[config.mk]
export PLATFORM = sky130hd
export DESIGN_NAME = ax25_ui_frame_decoder
export DESIGN_NICKNAME = d
export VERILOG_FILES = /design/src/rtl/core/axd_pkg.sv /design/src/rtl/core/ax25_ui_frame_decoder.sv /design/src/rtl/core/axd_in_reg.sv /design/src/rtl/core/axd_core.sv /design/src/rtl/core/axd_out_reg.sv
export SDC_FILE = /design/constraint.sdc
export NUM_CORES = 1
export LEC_CHECK = 0
export BUFFER_PORTS_ARGS = -buffer_cell sky130_fd_sc_hd__buf_4
export CORE_UTILIZATION = 40
export CTS_CLUSTER_DIAMETER = 60
export DETAILED_ROUTE_END_ITERATION = 12
export GPL_TIMING_DRIVEN = 0
export SYNTH_ARGS = -nofsm -noshare
export SYNTH_HDL_FRONTEND = slang
export SYNTH_SLANG_ARGS = --single-unit
[constraint.sdc]
create_clock -name clk -period 4.62 [get_ports clk]
set_input_delay 0.693 -clock clk [delete_from_list [all_inputs] [get_ports clk]]
set_output_delay 0.693 -clock clk [all_outputs]
set_load 0.01 [all_outputs]
[src/rtl/core/axd_pkg.sv]
// ----------------------------------------------------------------------------
// axd_pkg
// Shared types, codes and the CRC-16/X.25 byte update for the UI frame decoder.
// ----------------------------------------------------------------------------
package axd_pkg;

    localparam int MAX_REPEATERS  = 8;
    localparam int MAX_INFO_BYTES = 256;

    localparam int CFG_W      = 9;
    localparam int INFO_CNT_W = $clog2(MAX_INFO_BYTES + 1);
    localparam int LIM_W      = (INFO_CNT_W > CFG_W) ? INFO_CNT_W : CFG_W;

    localparam logic [CFG_W-1:0] CFG_RESET = 9'd256;

    localparam logic [7:0]  FLAG_BYTE  = 8'h7E;
    localparam logic [7:0]  CTRL_UI    = 8'h03;
    localparam logic [7:0]  PID_NONE   = 8'hF0;
    localparam logic [6:0]  SPACE_CHAR = 7'h20;
    localparam logic [15:0] CRC_INIT   = 16'hFFFF;
    localparam logic [15:0] CRC_POLY   = 16'h8408;

    // result kinds
    localparam logic [1:0] KIND_CHAR    = 2'd0;
    localparam logic [1:0] KIND_SSID    = 2'd1;
    localparam logic [1:0] KIND_INFO    = 2'd2;
    localparam logic [1:0] KIND_VERDICT = 2'd3;

    // verdict codes
    localparam logic [2:0] STAT_OK        = 3'd0;
    localparam logic [2:0] STAT_BAD_OPEN  = 3'd1;
    localparam logic [2:0] STAT_BAD_CLOSE = 3'd2;
    localparam logic [2:0] STAT_TRUNC     = 3'd3;
    localparam logic [2:0] STAT_BAD_CTRL  = 3'd4;
    localparam logic [2:0] STAT_BAD_PID   = 3'd5;
    localparam logic [2:0] STAT_INFO_LONG = 3'd6;
    localparam logic [2:0] STAT_BAD_FCS   = 3'd7;

    typedef enum logic [2:0] {
        PH_OPEN,
        PH_ADDR,
        PH_CTRL,
        PH_PID,
        PH_INFO
    } phase_t;

    typedef struct packed {
        logic [7:0] rx_byte;
        logic       end_of_frame;
    } in_item_t;

    typedef struct packed {
        logic [1:0] kind;
        logic [3:0] address_slot;
        logic [2:0] char_index;
        logic [7:0] value;
        logic       address_is_last;
        logic [2:0] status;
        logic [3:0] repeater_count;
        logic       last;
    } res_t;

    // reflected crc, one byte, lsb first
    function automatic logic [15:0] crc16_x25_byte(input logic [15:0] crc,
                                                   input logic [7:0]  data);
        logic [15:0] c;
        c = crc ^ {8'h00, data};
        for (int i = 0; i < 8; i++)
        begin
            c = c[0] ? ((c >> 1) ^ CRC_POLY) : (c >> 1);
        end
        return c;
    endfunction

endpackage

[src/rtl/core/ax25_ui_frame_decoder.sv]
// ----------------------------------------------------------------------------
// ax25_ui_frame_decoder
// Streaming decoder for unstuffed AX.25 UI frames with FCS check.
// ----------------------------------------------------------------------------
// Takes one frame byte per clock, flags included, with tlast on the closing
// flag, and sustains one byte per cycle for as long as the sink keeps up. A
// result is registered on its way out: the byte that causes it sits in the
// input register while the frame state update (address, control, pid, info
// holdback and a bytewise CRC-16/X.25 step) runs, and the result register
// loads when that byte is taken. Info bytes come out two bytes late so the
// FCS is never passed on as info, and every frame ends with one verdict
// result carrying the status and repeater count.
// max_info_length may only be written while no frame byte is in flight.
module ax25_ui_frame_decoder
    import axd_pkg::*;
(
    input  logic             clk,
    input  logic             rst_n,
    input  logic             cfg_we,
    input  logic [CFG_W-1:0] cfg_data,       // max_info_length
    input  logic             s_axis_tvalid,
    output logic             s_axis_tready,
    input  logic [7:0]       s_axis_tdata,   // rx_byte
    input  logic             s_axis_tlast,   // end_of_frame
    output logic             m_axis_tvalid,
    input  logic             m_axis_tready,
    // address_slot[3:0], char_index[6:4], value[14:7], address_is_last[15],
    // status[18:16], repeater_count[22:19], zero[23]
    output logic [23:0]      m_axis_tdata,
    output logic [1:0]       m_axis_tuser,   // kind
    output logic             m_axis_tlast    // last
);

    logic     item_valid;
    in_item_t item;
    logic     item_take;
    logic     out_ready;
    logic     res_valid;
    res_t     res;

    axd_in_reg u_in_reg (
        .clk           (clk),
        .rst_n         (rst_n),
        .s_axis_tvalid (s_axis_tvalid),
        .s_axis_tready (s_axis_tready),
        .s_axis_tdata  (s_axis_tdata),
        .s_axis_tlast  (s_axis_tlast),
        .item_valid    (item_valid),
        .item          (item),
        .item_take     (item_take)
    );

    axd_core u_core (
        .clk        (clk),
        .rst_n      (rst_n),
        .cfg_we     (cfg_we),
        .cfg_data   (cfg_data),
        .item_valid (item_valid),
        .item       (item),
        .item_take  (item_take),
        .out_ready  (out_ready),
        .res_valid  (res_valid),
        .res        (res)
    );

    axd_out_reg u_out_reg (
        .clk           (clk),
        .rst_n         (rst_n),
        .res_valid     (res_valid),
        .res           (res),
        .out_ready     (out_ready),
        .m_axis_tvalid (m_axis_tvalid),
        .m_axis_tready (m_axis_tready),
        .m_axis_tdata  (m_axis_tdata),
        .m_axis_tuser  (m_axis_tuser),
        .m_axis_tlast  (m_axis_tlast)
    );

endmodule

[src/rtl/core/axd_in_reg.sv]
// ----------------------------------------------------------------------------
// axd_in_reg
// Input register: captures one frame byte per transaction.
// ----------------------------------------------------------------------------
module axd_in_reg
    import axd_pkg::*;
(
    input  logic       clk,
    input  logic       rst_n,
    input  logic       s_axis_tvalid,
    output logic       s_axis_tready,
    input  logic [7:0] s_axis_tdata,
    input  logic       s_axis_tlast,
    output logic       item_valid,
    output in_item_t   item,
    input  logic       item_take
);

    logic     valid_reg;
    logic     valid_next;
    in_item_t item_reg;

    assign s_axis_tready = !valid_reg || item_take;

    always_comb
    begin
        if (s_axis_tvalid && s_axis_tready)
        begin
            valid_next = 1'b1;
        end
        else if (item_take)
        begin
            valid_next = 1'b0;
        end
        else
        begin
            valid_next = valid_reg;
        end
    end

    always_ff @(posedge clk or negedge rst_n)
    begin
        if (!rst_n)
        begin
            valid_reg <= 1'b0;
        end
        else
        begin
            valid_reg <= valid_next;
        end
    end

    always_ff @(posedge clk)
    begin
        if (s_axis_tvalid && s_axis_tready)
        begin
            item_reg.rx_byte      <= s_axis_tdata;
            item_reg.end_of_frame <= s_axis_tlast;
        end
    end

    assign item_valid = valid_reg;
    assign item       = item_reg;

endmodule

[src/rtl/core/axd_core.sv]
// ----------------------------------------------------------------------------
// axd_core
// Frame state and per-byte decode: address groups, control/pid checks,
// two-byte info holdback, crc and verdict.
// ----------------------------------------------------------------------------
module axd_core
    import axd_pkg::*;
(
    input  logic             clk,
    input  logic             rst_n,
    input  logic             cfg_we,
    input  logic [CFG_W-1:0] cfg_data,
    input  logic             item_valid,
    input  in_item_t         item,
    output logic             item_take,
    input  logic             out_ready,
    output logic             res_valid,
    output res_t             res
);

    logic [CFG_W-1:0]      max_info_reg;
    phase_t                phase_reg,      phase_next;
    logic [2:0]            big_reg,        big_next;
    logic [3:0]            slot_reg,       slot_next;
    logic                  last_bit_reg,   last_bit_next;
    logic [15:0]           crc_reg,        crc_next;
    logic [7:0]            hold0_reg,      hold0_next;
    logic [7:0]            hold1_reg,      hold1_next;
    logic [1:0]            hold_cnt_reg,   hold_cnt_next;
    logic [INFO_CNT_W-1:0] info_cnt_reg,   info_cnt_next;
    logic [2:0]            err_reg,        err_next;

    logic [7:0]       crc_data;
    logic [15:0]      crc_out;
    logic [15:0]      fcs;
    logic [LIM_W-1:0] limit;
    logic [3:0]       reps;
    logic [6:0]       chr;
    logic             ssid_last;
    logic [1:0]       hold_after;

    assign item_take = item_valid && out_ready;

    // info bytes feed the crc as they leave the holdback, header bytes as they arrive
    assign crc_data = (phase_reg == PH_INFO) ? hold0_reg : item.rx_byte;
    assign crc_out  = crc16_x25_byte(crc_reg, crc_data);
    assign fcs      = ~crc_reg;

    assign limit = (LIM_W'(max_info_reg) > LIM_W'(MAX_INFO_BYTES))
                 ? LIM_W'(MAX_INFO_BYTES) : LIM_W'(max_info_reg);

    always_comb
    begin
        if (phase_reg == PH_OPEN)
        begin
            reps = 4'd0;
        end
        else if (phase_reg == PH_ADDR)
        begin
            reps = (slot_reg >= 4'd2) ? slot_reg - 4'd2 : 4'd0;
        end
        else
        begin
            reps = (slot_reg >= 4'd1) ? slot_reg - 4'd1 : 4'd0;
        end
    end

    always_comb
    begin
        phase_next    = phase_reg;
        big_next      = big_reg;
        slot_next     = slot_reg;
        last_bit_next = last_bit_reg;
        crc_next      = crc_reg;
        hold0_next    = hold0_reg;
        hold1_next    = hold1_reg;
        hold_cnt_next = hold_cnt_reg;
        info_cnt_next = info_cnt_reg;
        err_next      = err_reg;
        res_valid     = 1'b0;
        res           = '0;
        chr           = item.rx_byte[7:1];
        ssid_last     = (slot_reg == 4'd0) ? 1'b0 : last_bit_reg;
        hold_after    = hold_cnt_reg;

        if (item_take)
        begin
            if (item.end_of_frame)
            begin
                res_valid          = 1'b1;
                res.kind           = KIND_VERDICT;
                res.repeater_count = reps;
                res.last           = 1'b1;
                if (err_reg != STAT_OK)
                begin
                    res.status = err_reg;
                end
                else if (phase_reg == PH_OPEN)
                begin
                    res.status = (item.rx_byte != FLAG_BYTE) ? STAT_BAD_OPEN : STAT_TRUNC;
                end
                else if (item.rx_byte != FLAG_BYTE)
                begin
                    res.status = STAT_BAD_CLOSE;
                end
                else if (phase_reg != PH_INFO || hold_cnt_reg < 2'd2)
                begin
                    res.status = STAT_TRUNC;
                end
                else if (hold0_reg != fcs[7:0] || hold1_reg != fcs[15:8])
                begin
                    res.status = STAT_BAD_FCS;
                end
                else
                begin
                    res.status = STAT_OK;
                end
                phase_next    = PH_OPEN;
                big_next      = 3'd0;
                slot_next     = 4'd0;
                last_bit_next = 1'b0;
                crc_next      = CRC_INIT;
                hold_cnt_next = 2'd0;
                info_cnt_next = '0;
                err_next      = STAT_OK;
            end
            else if (err_reg == STAT_OK)
            begin
                unique case (phase_reg)
                    PH_OPEN:
                    begin
                        if (item.rx_byte != FLAG_BYTE)
                        begin
                            err_next = STAT_BAD_OPEN;
                        end
                        else
                        begin
                            phase_next = PH_ADDR;
                            big_next   = 3'd0;
                            slot_next  = 4'd0;
                        end
                    end
                    PH_ADDR:
                    begin
                        crc_next  = crc_out;
                        res_valid = 1'b1;
                        if (big_reg < 3'd6)
                        begin
                            if (big_reg == 3'd0)
                            begin
                                last_bit_next = item.rx_byte[0];
                            end
                            if (chr == SPACE_CHAR)
                            begin
                                chr = 7'd0;
                            end
                            big_next         = big_reg + 3'd1;
                            res.kind         = KIND_CHAR;
                            res.address_slot = slot_reg;
                            res.char_index   = big_reg;
                            res.value        = {1'b0, chr};
                        end
                        else
                        begin
                            big_next = 3'd0;
                            if (slot_reg == 4'd0)
                            begin
                                slot_next = 4'd1;
                            end
                            else if (ssid_last || slot_reg >= 4'(MAX_REPEATERS + 1))
                            begin
                                phase_next = PH_CTRL;
                            end
                            else
                            begin
                                slot_next = slot_reg + 4'd1;
                            end
                            res.kind            = KIND_SSID;
                            res.address_slot    = slot_reg;
                            res.value           = {4'd0, item.rx_byte[4:1]};
                            res.address_is_last = ssid_last;
                        end
                    end
                    PH_CTRL:
                    begin
                        crc_next = crc_out;
                        if (item.rx_byte != CTRL_UI)
                        begin
                            err_next = STAT_BAD_CTRL;
                        end
                        else
                        begin
                            phase_next = PH_PID;
                        end
                    end
                    PH_PID:
                    begin
                        crc_next = crc_out;
                        if (item.rx_byte != PID_NONE)
                        begin
                            err_next = STAT_BAD_PID;
                        end
                        else
                        begin
                            phase_next    = PH_INFO;
                            hold_cnt_next = 2'd0;
                            info_cnt_next = '0;
                        end
                    end
                    PH_INFO:
                    begin
                        // oldest held byte leaves once two are waiting
                        if (hold_cnt_reg >= 2'd2)
                        begin
                            hold0_next = hold1_reg;
                            hold_after = 2'd1;
                            crc_next   = crc_out;
                            if (LIM_W'(info_cnt_reg) >= limit)
                            begin
                                err_next = STAT_INFO_LONG;
                            end
                            else
                            begin
                                info_cnt_next = info_cnt_reg + INFO_CNT_W'(1);
                                res_valid     = 1'b1;
                                res.kind      = KIND_INFO;
                                res.value     = hold0_reg;
                            end
                        end
                        if (hold_after == 2'd0)
                        begin
                            hold0_next = item.rx_byte;
                        end
                        else
                        begin
                            hold1_next = item.rx_byte;
                        end
                        hold_cnt_next = hold_after + 2'd1;
                    end
                    default:
                    begin
                        phase_next = PH_OPEN;
                    end
                endcase
            end
        end
    end

    always_ff @(posedge clk or negedge rst_n)
    begin
        if (!rst_n)
        begin
            max_info_reg <= CFG_RESET;
            phase_reg    <= PH_OPEN;
            big_reg      <= 3'd0;
            slot_reg     <= 4'd0;
            last_bit_reg <= 1'b0;
            crc_reg      <= CRC_INIT;
            hold_cnt_reg <= 2'd0;
            info_cnt_reg <= '0;
            err_reg      <= STAT_OK;
        end
        else
        begin
            if (cfg_we)
            begin
                max_info_reg <= cfg_data;
            end
            phase_reg    <= phase_next;
            big_reg      <= big_next;
            slot_reg     <= slot_next;
            last_bit_reg <= last_bit_next;
            crc_reg      <= crc_next;
            hold_cnt_reg <= hold_cnt_next;
            info_cnt_reg <= info_cnt_next;
            err_reg      <= err_next;
        end
    end

    always_ff @(posedge clk)
    begin
        hold0_reg <= hold0_next;
        hold1_reg <= hold1_next;
    end

    // a closing byte always returns the frame state to idle
    assert property (@(posedge clk) disable iff (!rst_n)
        (item_take && item.end_of_frame) |=>
            (phase_reg == PH_OPEN && err_reg == STAT_OK && hold_cnt_reg == 2'd0))
        else $error("frame state not cleared after verdict");

    // once an error is recorded only the verdict may follow
    assert property (@(posedge clk) disable iff (!rst_n)
        (res_valid && err_reg != STAT_OK) |-> (res.kind == KIND_VERDICT))
        else $error("result emitted after recorded error");

    assert property (@(posedge clk) disable iff (!rst_n)
        (hold_cnt_reg != 2'd3) && (slot_reg <= 4'(MAX_REPEATERS + 1)))
        else $error("holdback count or slot out of range");

    assert property (@(posedge clk) disable iff (!rst_n)
        (LIM_W'(info_cnt_reg) <= LIM_W'(MAX_INFO_BYTES)))
        else $error("info count beyond capacity");

    // every result is taken by the output stage in the cycle it is made
    assert property (@(posedge clk) disable iff (!rst_n)
        res_valid |-> (item_take && out_ready))
        else $error("result produced without a taken item");

endmodule

[src/rtl/core/axd_out_reg.sv]
// ----------------------------------------------------------------------------
// axd_out_reg
// Result register: holds one decoded result until the sink takes it.
// ----------------------------------------------------------------------------
module axd_out_reg
    import axd_pkg::*;
(
    input  logic        clk,
    input  logic        rst_n,
    input  logic        res_valid,
    input  res_t        res,
    output logic        out_ready,
    output logic        m_axis_tvalid,
    input  logic        m_axis_tready,
    output logic [23:0] m_axis_tdata,
    output logic [1:0]  m_axis_tuser,
    output logic        m_axis_tlast
);

    logic valid_reg;
    logic valid_next;
    res_t res_reg;

    assign out_ready = !valid_reg || m_axis_tready;

    always_comb
    begin
        valid_next = out_ready ? res_valid : valid_reg;
    end

    always_ff @(posedge clk or negedge rst_n)
    begin
        if (!rst_n)
        begin
            valid_reg <= 1'b0;
        end
        else
        begin
            valid_reg <= valid_next;
        end
    end

    always_ff @(posedge clk)
    begin
        if (out_ready && res_valid)
        begin
            res_reg <= res;
        end
    end

    assign m_axis_tvalid = valid_reg;
    assign m_axis_tdata  = {1'b0, res_reg.repeater_count, res_reg.status,
                            res_reg.address_is_last, res_reg.value,
                            res_reg.char_index, res_reg.address_slot};
    assign m_axis_tuser  = res_reg.kind;
    assign m_axis_tlast  = res_reg.last;

endmodule

Word level (Yosys, flattened, before mapping):

Index checks and enable logic that the tools add are counted.

* input port bits: 23
* register bits: 103

* magnitude comparators: 8
* mux-type cells: 99
* bitwise gates (word level): 16
* add/subtract/negate cells: 6
* reductions and logical operators: 43
* equality and inequality tests: 25

Operators with widths (count)
* $mux W16: 11
* $mux W3: 25
* $mux W9: 6
* $mux W8: 5
* $mux W4: 9
* $ne A3 B3 Y1 const B: 11
* $pmux W16 S2: 1
* $mux W2: 12
* $not A2 Y3: 8
* $mux W7: 3
* $mux W18: 1
* $pmux W9 S2: 1
* $mux W1: 16
* $ne A8 B8 Y1: 2
* $not A16 Y16: 1
* $pmux W8 S2: 1
* $xor A16 B8 Y16: 1
* $pmux W3 S5: 1
* $reduce_and A5 Y1: 3
* $pmux W3 S4: 1
* $reduce_and A4 Y1: 3
* $reduce_and A6 Y1: 2
* $reduce_bool A2 Y1: 6
* $reduce_bool A3 Y1: 4
* other kinds (43): 63

Depth between registers and ports, before layout:

* depth in word-level cells: 23
* depth in mapped cells: 9
* depth with buffers taken out: 9

Hierarchy:

A second synthesis with hierarchy kept.

* cells, all modules: 508
* area, all modules: 5587.9 sq um

Modules (own cells, without submodules)
* axd_core: cells each 463, area each 4418.0 sq um, times used 1
* axd_out_reg: cells each 32, area each 845.8 sq um, times used 1
* axd_in_reg: cells each 13, area each 324.1 sq um, times used 1

Least setup slack after synthesis:

No wires, ideal clock.

* path type: register to register
* start: register u_core.max_info_reg[8]
* end: register u_out_reg.res_reg (netlist bit u_out_reg.m_axis_tdata[0]) (enable)
* arrival: 3.338 ns
* required time: 4.211 ns
* stages on the path, launching flop included: 10
* path slack: 0.873 ns
* cells stage by stage: dfstp_2 clkinv_1 nand2_1 ha_1 a21o_1 a21o_1 a221o_2 nor3_2 nor3_1 nor2_1

* word-level cells in the longest chain between the ends: 10

Ends and longest elaborated chain
* from (decl): RTL line axd_core.sv:21 `logic [CFG_W-1:0] max_info_reg;`
* from (signal assigned): RTL line axd_core.sv:267 `max_info_reg <= cfg_data;`
* $gt A9 B9 Y1: RTL line axd_core.sv:49 `assign limit = (LIM_W'(max_info_reg) > LIM_W'(MAX_INFO_BYTES))`
* $mux W9 *: RTL line axd_core.sv:50 `? LIM_W'(MAX_INFO_BYTES) : LIM_W'(max_info_reg);`
* $ge A9 B9 Y1 *: RTL line axd_core.sv:218 `if (LIM_W'(info_cnt_reg) >= limit)`
* $mux W1 *: RTL line axd_core.sv:218
* $mux W1 *: RTL line axd_core.sv:213 `if (hold_cnt_reg >= 2'd2)`
* $pmux W1 S2 *: RTL line axd_core.sv:129 `unique case (phase_reg)`
* $mux W1 *: RTL line axd_core.sv:127 `else if (err_reg == STAT_OK)`
* $mux W1 *: RTL line axd_core.sv:88 `if (item.end_of_frame)`
* $mux W1 *: RTL line axd_core.sv:86 `if (item_take)`
* $logic_and A1 B1 Y1 *: RTL line axd_out_reg.sv:45 `if (out_ready && res_valid)`
* to (signal assigned): RTL line axd_out_reg.sv:47 `res_reg <= res;`
* to (decl): RTL line axd_out_reg.sv:22 `res_t res_reg;`

Mark *: on every way between the ends. The rest lies on a longest branch, timed or not.
A chain may end at the register's enable or synchronous reset.

Worst setup path after layout:

* start: register u_core.max_info_reg[8]
* end: register u_out_reg.res_reg (netlist bit u_out_reg.m_axis_tdata[13]) (enable)

The elaborated chain is that of the path after synthesis.

==> impl_metrics.env <==
export IMPL_diodes=0
export IMPL_clock_root_buffer="clkbuf_16"
export IMPL_antenna_found_initial=0
export IMPL_dp_cells=724
export IMPL_layout_commonest_cell="nor2_1"
export IMPL_vdd_drop_max_mv=0.1846
export IMPL_drtIter0Drc=263
export IMPL_ctsLongestPathBuffers=2
export IMPL_crit_chain="clkinv_1 -> nand2_1 -> ha_1 -> a21o_1 -> a21o_1 -> a221o_2 -> nor3_2 -> nor3_1 -> nor2_2 -> buf_8"
export IMPL_final_core_util_pct=48.46
export IMPL_die_w_um=119.3
export IMPL_fmax_ghz=0.2893
export IMPL_cts_buffers=9
export IMPL_power_mw=3.390
export IMPL_port_buffers=49
export IMPL_p_switching_mw=1.147
export IMPL_grt_total_usage_pct=18.52
export IMPL_power_leakage_nw=2.546
export IMPL_max_stage_delay_ps=530
export IMPL_htree_levels=3
export IMPL_cp_slowest_cell="dfstp_2"
export IMPL_reg2reg_slack_ps=1160
export IMPL_cts_setup_buffers=0
export IMPL_area_growth_pct=17.61
export IMPL_place_area_sq_mm=0.006106
export IMPL_place_gp_congestion=0.8834
export IMPL_routedWlPerCell_um=16.61
export IMPL_postSynthNetCount=540
export IMPL_hold_class="primary input to asynchronous set/reset pin"
export IMPL_path_clk_slew_ps=70
export IMPL_finalCritPeriodShare_pct=74.83
export IMPL_synthFlopType="edfxtp_1"
export IMPL_ys_warn_count=0
export IMPL_ys_seq_area_share_pct=51.89
export IMPL_fin_cells=740
export IMPL_grt_overflow_total=0
export IMPL_most_common_layout_cells="nor2_1 (66), buf_4 (52), edfxtp_1 (51)"
export IMPL_maxCapViolations=0
export IMPL_die_y_um=119.3
export IMPL_largest_reg_flops=23
export IMPL_drc=0
export IMPL_cp_start_kind="register"
export IMPL_max_slew_margin_pct=19.99
export IMPL_setup_violations=0
export IMPL_powerDensity_mw_per_mm2=524.1
export IMPL_grt_pass1_wl_um=20270
export IMPL_arrival_ps=3510
export IMPL_p_seq_share_pct=39.5
export IMPL_regArea_sq_mm=0.002854
export IMPL_pwr_share_clk_pct=27.0
export IMPL_cts_tree="done"
export IMPL_synthDistinctLibCells=63
export IMPL_postCtsResizedCells=0
export IMPL_num_rows=42
export IMPL_grt_pass1_vias=3895
export IMPL_cp_common_cell="a21o_1"
export IMPL_pwr_share_comb_pct=33.5
export IMPL_async_flop_share_pct=50.49
export IMPL_initial_core_util_pct=41.21
export IMPL_clk_latency_ps=350
export IMPL_grt_max_degree=53
export IMPL_cp_data_required_time_ps=4670
export IMPL_status="finished clean"
export IMPL_multi_input_area_sq_mm=0.002507
export IMPL_setup_ws_ps=1163
export IMPL_critPathKind="register to register"
export IMPL_die_area_sq_mm=0.01422
export IMPL_internal_power_mw=2.244
export IMPL_hold_ws_ps=389.7
export IMPL_end_kind="register"
export IMPL_cts_sinks=103
export IMPL_skew_ps=6.245
export IMPL_ant_nets=0
export IMPL_drtPass1Iterations=5
export IMPL_io_pins=52
export IMPL_syn_inst=498
export IMPL_period_minus_slack_ps=3457
export IMPL_tightest_slew_ps=1193
export IMPL_drive_above_1_share_pct=23.94
export IMPL_drv_slew=0
export IMPL_r2r_end="u_out_reg.m_axis_tdata[13]"
export IMPL_post_drt_via_cell_ratio=5.328
export IMPL_reg2reg_from="u_core.max_info_reg[8]"
export IMPL_reg2regPathDepth=10
export IMPL_swShare_pct=33.82
export IMPL_rsz0062_at_grt="no"
export IMPL_detailedPlace_worstSlack_ps=1152
export IMPL_hold_buffers=0
export IMPL_vias=3943
export IMPL_fin_nets=601
export IMPL_final_area_sq_mm=0.006469
export IMPL_fin_setup_tns_ps=0
export IMPL_hold_viol=0
export IMPL_syn_area_sq_mm=0.005500
export IMPL_drt_wl_total_um=12290
export IMPL_crit_fanout=22
export IMPL_avgSynthCellArea_sq_um=11.04
export IMPL_ys_seq_elements=103
export IMPL_coreArea_sq_mm=0.01335
export IMPL_fillCellCount=1215
export IMPL_synth_edf_count=51
export IMPL_dp_hpwl_um=9226
==> logic make-up after synthesis <==
kind of cell,share of synthesized area [%]
compound gates,9.463
xor+xnor,7.757
fa+ha+maj,4.322
buf+inv,2.570
flops,51.89
mux,6.665
other cells,0.06818
simple gates,17.27
==> power by group through the flow <==
stage | clock [mW] | combinational (mW) | sequential, mW
6_report | 0.915 | 1.14 | 1.34
3_3_place_gp | 0 | 1.10 | 1.36
2_1_floorplan | 0 | 0.789 | 1.34
4_1_cts | 0.939 | 1.13 | 1.34
5_1_grt | 0.981 | 1.25 | 1.36
3_5_place_dp | 0 | 1.12 | 1.36
==> worst max-delay path: cells and delay by family (launching register included) <==
family	cells	cell delay, ps
AOI/OAI and AO/OA	3	820
buffers and inverters	2	440
adders and majority gates	1	250
DFF	1	530
and+or+nand+nor	4	1100
==> cell type report <==
type	instances	share of cell area, %
clock buffer	10	3.540
clock inverter	6	2.070
buffer	16	1.315
inverter	15	0.8704
tap	176	3.404
sequential	103	44.12
timing repair buffer	50	5.919
multi-input combinational	364	38.76
==> layer usage <==
layer,share of wire (%),GRT usage (%),vias up
li1,-,-,1927
met1,48,26.26,1880
met2,45,27.94,122
met3,5.5,3.400,14
met4,1.8,7.278,0
met5,0,0,-
==> worst max path at each step <==
stage / slack, ps / end / from
floorplan: 870 / u_out_reg.m_axis_tdata[0] / u_core.max_info_reg[8]
global placement: 100 / u_out_reg.m_axis_tdata[21] / u_core.max_info_reg[8]
detailed placement: 1150 / u_out_reg.m_axis_tdata[20] / u_core.max_info_reg[8]
CTS: 1130 / u_out_reg.m_axis_tdata[14] / u_core.max_info_reg[8]
global route: 940 / u_out_reg.m_axis_tdata[13] / u_core.max_info_reg[8]
finish: 1160 / u_out_reg.m_axis_tdata[13] / u_core.max_info_reg[8]
==> cell usage after synthesis, drive strengths merged, types with 5 or more instances <==
master | count | area share (%)
a21oi | 19 | 1.7
a22oi | 6 | 0.82
a31oi | 12 | 1.4
and3 | 6 | 0.71
buf | 9 | 1.0
clkbuf | 7 | 0.50
dfrtp | 35 | 16
dfstp | 17 | 8.1
edfxtp | 51 | 28
ha | 19 | 4.3
inv | 14 | 0.96
mux2 | 21 | 4.3
mux2i | 13 | 2.4
nand2 | 37 | 2.5
nand3 | 10 | 0.91
nand4 | 10 | 1.1
nor2 | 68 | 4.7
nor3 | 18 | 2.1
nor4 | 5 | 0.84
nor4b | 6 | 1.1
o21ai | 22 | 2.0
xnor2 | 21 | 3.5
xor2 | 26 | 4.3
Note: power is estimated with default switching activity, not from simulation.
